$ cat config.mk
export PLATFORM = sky130hd
export DESIGN_NAME = binary64_to_decimal_digits_unit
export DESIGN_NICKNAME = d
export VERILOG_FILES = /design/src/rtl/b2d_pkg.sv /design/src/rtl/b2d_cell.sv /design/src/rtl/b2d_conv.sv /design/src/rtl/b2d_drain.sv /design/src/rtl/binary64_to_decimal_digits_unit.sv
export SDC_FILE = /design/constraint.sdc
export NUM_CORES = 1
export LEC_CHECK = 0
export ABC_AREA = 0
export BUFFER_PORTS_ARGS = -buffer_cell sky130_fd_sc_hd__buf_2
export CORE_ASPECT_RATIO = 0.7
export CORE_MARGIN = 1.5
export CORE_UTILIZATION = 50
export DETAILED_ROUTE_END_ITERATION = 10
export PLACE_DENSITY = 0.67
export SLEW_MARGIN = 25
export SYNTH_ARGS = -nofsm -noshare
export SYNTH_HDL_FRONTEND = slang
export SYNTH_SLANG_ARGS = --single-unit
$ cat constraint.sdc
create_clock -name aclk -period 5.3 [get_ports aclk]
set_input_delay 1.06 -clock aclk [delete_from_list [all_inputs] [get_ports aclk]]
set_output_delay 1.06 -clock aclk [all_outputs]
set_load 0.05 [all_outputs]
$ cat src/rtl/b2d_pkg.sv
// ----------------------------------------------------------------------------
// b2d_pkg
// Shared types and constants for the 64-bit binary to decimal digit unit.
// ----------------------------------------------------------------------------
`default_nettype none

package b2d_pkg;

    // Input word and decimal geometry
    localparam int ValueWidth    = 64;
    localparam int DigitWidth    = 4;
    localparam int NumDigits     = 20;
    // Binary bits folded into the digit chain per clock
    localparam int BitsPerStep   = 4;
    localparam int NumSteps      = ValueWidth / BitsPerStep;
    localparam int StepCntWidth  = $clog2(NumSteps);
    localparam int DigitCntWidth = $clog2(NumDigits + 1);

    typedef logic [DigitWidth-1:0]               digit_t;
    typedef logic [NumDigits-1:0][DigitWidth-1:0] digits_t;

    // Converted digits handed from the converter to the output drain
    typedef struct packed {
        logic    valid;
        digits_t digits;
    } handoff_t;

endpackage : b2d_pkg

`default_nettype wire

$ cat src/rtl/b2d_cell.sv
// ----------------------------------------------------------------------------
// b2d_cell
// One BCD digit of the shift-and-add-3 chain; folds four bits per clock while enabled.
// ----------------------------------------------------------------------------
`default_nettype none

module b2d_cell (
    input  wire logic                                 aclk,
    input  wire logic                                 clear,
    input  wire logic                                 enable,
    input  wire logic [b2d_pkg::BitsPerStep-1:0]      in_bits,
    output logic      [b2d_pkg::BitsPerStep-1:0]      out_bits,
    output b2d_pkg::digit_t                           digit
);

    b2d_pkg::digit_t digit_reg;
    b2d_pkg::digit_t digit_next;

    // Four dependent add-3/shift steps, msb of the incoming group first
    always_comb begin
        b2d_pkg::digit_t d;
        b2d_pkg::digit_t adj;
        d        = digit_reg;
        out_bits = '0;
        for (int k = b2d_pkg::BitsPerStep - 1; k >= 0; k--) begin
            adj         = (d >= b2d_pkg::digit_t'(5)) ? d + b2d_pkg::digit_t'(3) : d;
            out_bits[k] = adj[b2d_pkg::DigitWidth-1];
            d           = {adj[b2d_pkg::DigitWidth-2:0], in_bits[k]};
        end
        digit_next = d;
    end

    always_ff @(posedge aclk) begin
        if (clear) begin
            digit_reg <= '0;
        end else if (enable) begin
            digit_reg <= digit_next;
        end
    end

    assign digit = digit_reg;

endmodule : b2d_cell

`default_nettype wire

$ cat src/rtl/b2d_conv.sv
// ----------------------------------------------------------------------------
// b2d_conv
// Converter: value shift register feeding a chain of twenty digit cells.
// ----------------------------------------------------------------------------
`default_nettype none

module b2d_conv (
    input  wire logic                                aclk,
    input  wire logic                                aresetn,
    input  wire logic                                s_valid,
    output logic                                     s_ready,
    input  wire logic [b2d_pkg::ValueWidth-1:0]      s_value,
    output b2d_pkg::handoff_t                        hand,
    input  wire logic                                hand_ready
);

    localparam int Bps = b2d_pkg::BitsPerStep;
    localparam int Vw  = b2d_pkg::ValueWidth;

    logic                              busy_reg, busy_next;
    logic                              done_reg, done_next;
    logic [b2d_pkg::StepCntWidth-1:0]  step_reg, step_next;
    logic [Vw-1:0]                     value_reg, value_next;
    logic                              accept;
    logic [Bps-1:0]                    chain_bits [b2d_pkg::NumDigits];
    b2d_pkg::digits_t                  digits;

    // Take a new value once the previous digits are gone or leaving now
    assign s_ready = !busy_reg && (!done_reg || hand_ready);
    assign accept  = s_valid && s_ready;

    // Step control
    always_comb begin
        busy_next  = busy_reg;
        done_next  = done_reg;
        step_next  = step_reg;
        value_next = value_reg;
        if (done_reg && hand_ready) begin
            done_next = 1'b0;
        end
        if (accept) begin
            busy_next  = 1'b1;
            step_next  = '0;
            value_next = s_value;
        end else if (busy_reg) begin
            value_next = {value_reg[Vw-Bps-1:0], {Bps{1'b0}}};
            step_next  = step_reg + 1'b1;
            if (step_reg == b2d_pkg::StepCntWidth'(b2d_pkg::NumSteps - 1)) begin
                busy_next = 1'b0;
                done_next = 1'b1;
            end
        end
    end

    always_ff @(posedge aclk) begin
        if (!aresetn) begin
            busy_reg <= 1'b0;
            done_reg <= 1'b0;
            step_reg <= '0;
        end else begin
            busy_reg <= busy_next;
            done_reg <= done_next;
            step_reg <= step_next;
        end
    end

    always_ff @(posedge aclk) begin
        value_reg <= value_next;
    end

    // Cell chain: cell 0 takes the top bits of the value, each cell feeds the next
    assign chain_bits[0] = value_reg[Vw-1:Vw-Bps];

    for (genvar i = 0; i < b2d_pkg::NumDigits; i++) begin : g_cell
        if (i < b2d_pkg::NumDigits - 1) begin : g_mid
            b2d_cell u_cell (
                .aclk     (aclk),
                .clear    (accept),
                .enable   (busy_reg),
                .in_bits  (chain_bits[i]),
                .out_bits (chain_bits[i+1]),
                .digit    (digits[i])
            );
        end else begin : g_top
            // top digit never carries out for a 64-bit value
            b2d_cell u_cell (
                .aclk     (aclk),
                .clear    (accept),
                .enable   (busy_reg),
                .in_bits  (chain_bits[i]),
                .out_bits (),
                .digit    (digits[i])
            );
        end
    end

    assign hand.valid  = done_reg;
    assign hand.digits = digits;

endmodule : b2d_conv

`default_nettype wire

$ cat src/rtl/b2d_drain.sv
// ----------------------------------------------------------------------------
// b2d_drain
// Output drain: walks the digits msb first, drops leading zeros, one per clock unless m_ready stalls it.
// ----------------------------------------------------------------------------
`default_nettype none

module b2d_drain (
    input  wire logic                                 aclk,
    input  wire logic                                 aresetn,
    input  wire b2d_pkg::handoff_t                    hand,
    output logic                                      hand_ready,
    output logic                                      m_valid,
    input  wire logic                                 m_ready,
    output logic      [b2d_pkg::DigitWidth-1:0]       m_digit,
    output logic                                      m_last
);

    localparam int Nd = b2d_pkg::NumDigits;

    b2d_pkg::digits_t                   line_reg, line_next;
    logic [b2d_pkg::DigitCntWidth-1:0]  remain_reg, remain_next;
    logic                               started_reg, started_next;
    logic                               valid_reg, valid_next;
    b2d_pkg::digit_t                    digit_reg, digit_next;
    logic                               last_reg, last_next;
    logic                               pop;
    logic                               is_last;
    logic                               emit;
    b2d_pkg::digit_t                    head;

    assign head    = line_reg[Nd-1];
    assign pop     = (remain_reg != '0) && (!valid_reg || m_ready);
    assign is_last = (remain_reg == b2d_pkg::DigitCntWidth'(1));
    assign emit    = started_reg || (head != '0) || is_last;

    // Load the next set when empty or as the last position leaves
    assign hand_ready = (remain_reg == '0) || (is_last && pop);

    always_comb begin
        line_next    = line_reg;
        remain_next  = remain_reg;
        started_next = started_reg;
        valid_next   = valid_reg;
        digit_next   = digit_reg;
        last_next    = last_reg;
        if (valid_reg && m_ready) begin
            valid_next = 1'b0;
        end
        if (pop) begin
            line_next   = {line_reg[Nd-2:0], b2d_pkg::digit_t'(0)};
            remain_next = remain_reg - 1'b1;
            if (emit) begin
                started_next = 1'b1;
                valid_next   = 1'b1;
                digit_next   = head;
                last_next    = is_last;
            end
        end
        if (hand.valid && hand_ready) begin
            line_next    = hand.digits;
            remain_next  = b2d_pkg::DigitCntWidth'(Nd);
            started_next = 1'b0;
        end
    end

    always_ff @(posedge aclk) begin
        if (!aresetn) begin
            remain_reg  <= '0;
            started_reg <= 1'b0;
            valid_reg   <= 1'b0;
        end else begin
            remain_reg  <= remain_next;
            started_reg <= started_next;
            valid_reg   <= valid_next;
        end
    end

    always_ff @(posedge aclk) begin
        line_reg  <= line_next;
        digit_reg <= digit_next;
        last_reg  <= last_next;
    end

    assign m_valid = valid_reg;
    assign m_digit = digit_reg;
    assign m_last  = last_reg;

endmodule : b2d_drain

`default_nettype wire

$ cat src/rtl/binary64_to_decimal_digits_unit.sv
// ----------------------------------------------------------------------------
// binary64_to_decimal_digits_unit
// Unsigned 64-bit binary to decimal digits, msb first, one digit per beat.
// ----------------------------------------------------------------------------
// Each value beat on s_ becomes its decimal digits on m_, most significant
// first, leading zeros dropped, m_last on the final digit; zero gives one
// beat of digit 0. A chain of twenty BCD cells converts a value after its
// beat is taken (four bits per clock) and hands the digits off with the
// last fold, while the previous value's digits drain. The drain walks all
// twenty digit positions at one per clock unless m_ready stalls it; that
// walk sets the sustained rate, and the conversion overlaps it.
// ----------------------------------------------------------------------------
`default_nettype none

module binary64_to_decimal_digits_unit (
    input  wire logic                                aclk,
    input  wire logic                                aresetn,
    input  wire logic                                s_valid,
    output logic                                     s_ready,
    input  wire logic [b2d_pkg::ValueWidth-1:0]      s_value,
    output logic                                     m_valid,
    input  wire logic                                m_ready,
    output logic      [b2d_pkg::DigitWidth-1:0]      m_digit,
    output logic                                     m_last
);

    b2d_pkg::handoff_t hand;
    logic              hand_ready;

    // Digit cell chain
    b2d_conv u_conv (
        .aclk       (aclk),
        .aresetn    (aresetn),
        .s_valid    (s_valid),
        .s_ready    (s_ready),
        .s_value    (s_value),
        .hand       (hand),
        .hand_ready (hand_ready)
    );

    // Leading-zero drop and output register
    b2d_drain u_drain (
        .aclk       (aclk),
        .aresetn    (aresetn),
        .hand       (hand),
        .hand_ready (hand_ready),
        .m_valid    (m_valid),
        .m_ready    (m_ready),
        .m_digit    (m_digit),
        .m_last     (m_last)
    );

`ifndef SYNTHESIS
    // A digit beat is always a decimal digit
    a_digit_range: assert property (@(posedge aclk) disable iff (!aresetn)
        m_valid |-> (m_digit <= b2d_pkg::DigitWidth'(9)))
        else $error("digit beat out of decimal range");

    // Once a run has started, digits follow without gaps until last
    a_run_no_gap: assert property (@(posedge aclk) disable iff (!aresetn)
        (m_valid && m_ready && !m_last) |=> m_valid)
        else $error("gap inside a digit run");

    // Converted digits hold until the drain takes them
    a_hand_hold: assert property (@(posedge aclk) disable iff (!aresetn)
        (hand.valid && !hand_ready) |=> (hand.valid && $stable(hand.digits)))
        else $error("converted digits changed before handoff");
`endif

endmodule : binary64_to_decimal_digits_unit

`default_nettype wire

==> impl_summary.txt <==
----------------------------------------------------
[Outcome]
  Result of the run ... finished, final reports clean

[Final layout]
  NumNets Final ... 2375
  Filler Cell Count ... 3229
  Final standard cell area without fillers ... 20000 um2
  Diode insertion count for antenna repair ... 0
  Fraction of final layout cells with drive strength greater than 1 ... 11.4%
  Area added between synthesis and finish ... 7.94%

[Floorplan]
  Area of the die ... 38300 um2
  Core Area ... 36200 um2
  Floorplan row count ... 58
  Floorplan die height ... 164 um
  Initial standard-cell utilization of the core ... 51.2%
  Die span in x ... 233 um
  I/O pin total ... 75

[CTS]
  Clock slew at reported path FFs ... 0.07 ns
  Post-CTS Setup Repair Bufs ... 0
  Post-cts gate resize count ... 0
  Clock Latency Late Sink ... 0.54 ns
  Buffer type at the clock tree root ... clkbuf_16
  H-tree lvl count ... 1
  CTS hold repair buffers ... 0
  Number of clock sinks ... 242
  Number of buffers created by CTS ... 25
  CTS tree ... built
  Clk buf depth ... 3

[Worst setup path]
  Highest fanout seen on the critical path ... 12
  Data arrival time of the worst path ... 4.64 ns
  Kind of launch point of the worst setup path ... flop
  Internal reg-to-reg setup slack ... 1.05 ns
  Crit-path slowest cell ... or3_1
  CP bufs+invs ... 1
  Largest stage delay on the critical path ... 0.52 ns
  Critical path startpoint ... u_conv.g_cell[6].g_mid.u_cell.digit[1]
  Beginning of the worst register-to-register path ... u_conv.g_cell[6].g_mid.u_cell.digit[1]
  Critical path class ... flop to flop
  Critical path's top delay family ... compound AO/OA/AOI/OAI gates
  Critical Path Sink Type ... flop
  Critical path, cell by cell ... inv_1 > ha_1 > nand2b_1 > a21oi_1 > mux2_2 > or3_1 > and2_1 > ha_1 > maj3_1 > a222oi_1 > a21oi_1 > o41ai_1 > xor2_1 > o22ai_1
  Critical path data required time ... 5.69 ns

[Drt]
  TritonRoute pass-1 iters ... 6
  Total routed wirelength ... 47100 um
  Average wire per standard cell ... 17.2 um
  Antenna-violating nets left ... 0
  Vias per cell ... 6.15
  Via count ... 16900
  Residual DRC count ... 0
  Number of design-rule violations left by the first detailed-router iteration ... 1577

[STA]
  Final max-slew violation count ... 0
  Max Clock Freq ... 0.235 GHz
  Largest clock skew in the final design ... 0.00906 ns
  Post-layout minimum cycle time ... 4.25 ns
  Final WS setup ... 1.05 ns
  Setup violators final ... 0
  Final worst path period share ... 80.2%
  Worst Max-Slew Pin Slew ... 0.998 ns
  Setup TNS after final layout ... 0 ns
  Final hold slack ... 0.468 ns
  Max transition margin ... 33.4%
  Unrepaired setup endpoints after global routing ... false
  Count of endpoints failing hold in the final timing report ... 0

[GRT]
  Maximum number of pins on one net before global-route repair ... 88
  Wire length of the first global-routing pass ... 75300 um
  Grt total ovfl ... 0
  Global Route Usage Sum ... 23.8%
  Number of antenna violations at the first check in global routing ... 0
  Number of global-route vias before repair ... 14600

[Place]
  Cell Area, Placed ... 19200 um2
  Weighted congestion at the end of routability-driven global placement ... 0.881
  Total half-perimeter wirelength after legalization and detailed placement ... 32700 um
  Number of buffers inserted by port buffering ... 74
  Post-place setup slack ... 1.13 ns

[Synth]
  Number of enable flip-flop cells after synthesis ... 149
  Netlist cell types ... 101
  Mapped Avg Cell Area ... 8.26 um2
  Number of warnings reported in the yosys synthesis log ... 0
  Synthesized netlist cell count ... 2246
  Leading register cell type out of synthesis ... edfxtp_1
  Post-synthesis instance area ... 18600 um2
  Number of flip-flops and latches in the synthesized netlist ... 242
  Fraction of the yosys area taken by sequential cells ... 34.1%
  Share of async-settable or async-resettable flops after synthesis ... 0%
  Net count of the mapped netlist ... 2379

[Hold path]
  Type of the tightest min-delay check ... flop to flop
  Critical hold path startpoint ... u_drain.head[0]

[Flow run]
  Max-cap viol count ... 0

----------------------------------------------------
-- synthesized netlist by cell type (18+ instances only) --
cell	n	area, um2
a211oi_1	26	195
a21o_1	20	150
a21oi_1	144	721
a31oi_1	41	257
and2_1	21	131
clkbuf_1	92	345
dfxtp_1	93	1860
edfxtp_1	149	4470
ha_1	65	813
inv_1	57	214
mux2_2	59	664
mux2i_1	52	521
nand2_1	426	1600
nand2b_1	38	238
nand3_1	73	365
nand4_1	20	125
nor2_1	133	499
nor2b_1	20	125
nor3_1	53	265
o211ai_1	43	323
o21a_1	18	135
o21ai_0	120	601
o21ai_1	29	145
o221ai_1	21	184
o22ai_1	18	113
or3_1	22	138
xnor2_1	36	315
-- final cells by class --
type	count	area [um2]	share of cell area [%]
Tap cell	480	601	3.00
Clock buffer	32	682	3.40
Multi-Input combinational cell	1821	11500	57.6
Clock inverter	14	144	0.718
Inverter	64	241	1.21
Sequential cell	242	6340	31.7
Timing Repair Buffer	88	488	2.44
-- cell families after synthesis --
family	after synthesis	synth area share, %
AO/OA/AOI/OAI	686	25.4
XOR/XNOR	49	2.52
adder cells (fa/ha/maj)	84	5.42
buffers and inverters	183	3.87
flip-flops	242	34.1
multiplexers	115	6.70
AND/OR/NAND/NOR	887	21.9
-- metal layers --
| layer | vias to the layer above | global-route usage (%) | share of wire (%) |
|---|---|---|---|
| met5 | - | 0 | 0 |
| met4 | 0 | 3.61 | 1.1 |
| met3 | 45 | 2.93 | 6.1 |
| met2 | 559 | 34.0 | 41 |
| met1 | 7845 | 38.3 | 52 |
| li1 | 8420 | - | - |
-- cells in the final DEF (no fill, tap or decap), drive strengths merged, types with 20 or more instances in the layout --
master,count
a211oi,28
a21o,20
a21oi,157
a31oi,42
and2,24
buf,88
clkbuf,32
dfxtp,93
edfxtp,149
ha,65
inv,65
mux2,62
mux2i,53
nand2,427
nand2b,38
nand3,73
nand4,20
nor2,133
nor2b,20
nor3,54
o211ai,44
o21ai,149
o221ai,21
or3,23
xnor2,40
-- final timing paths --
check	to	cells after the start
max	u_conv.g_cell[8].g_mid.u_cell.digit[0]	14
max reg2reg	u_conv.g_cell[8].g_mid.u_cell.digit[0]	14
min reg2reg	u_drain.m_digit[0]	0
min	u_drain.m_digit[0]	0
-- through the flow --
stage,utilization [%],cells
after floorplan,-,2246
after global placement,53.0,2695
after detailed placement,53.0,2695
after CTS,55.3,2741
after global routing,55.3,2741
final,55.3,2741
-- worst register-to-register path: cells and delay by family, from the launching register on --
family | cells | cell delay (ns)
DFF | 1 | 0.34
xor gates and xnor gates | 1 | 0.22
AOI/OAI and AO/OA | 5 | 1.26
muxes | 1 | 0.47
adders and majority gates | 3 | 0.76
buffers and inverters | 1 | 0.11
and+or+nand+nor | 3 | 0.93
Power is not shown: default switching activity piles up to over one toggle a cycle in this logic, so the estimate is an artifact.
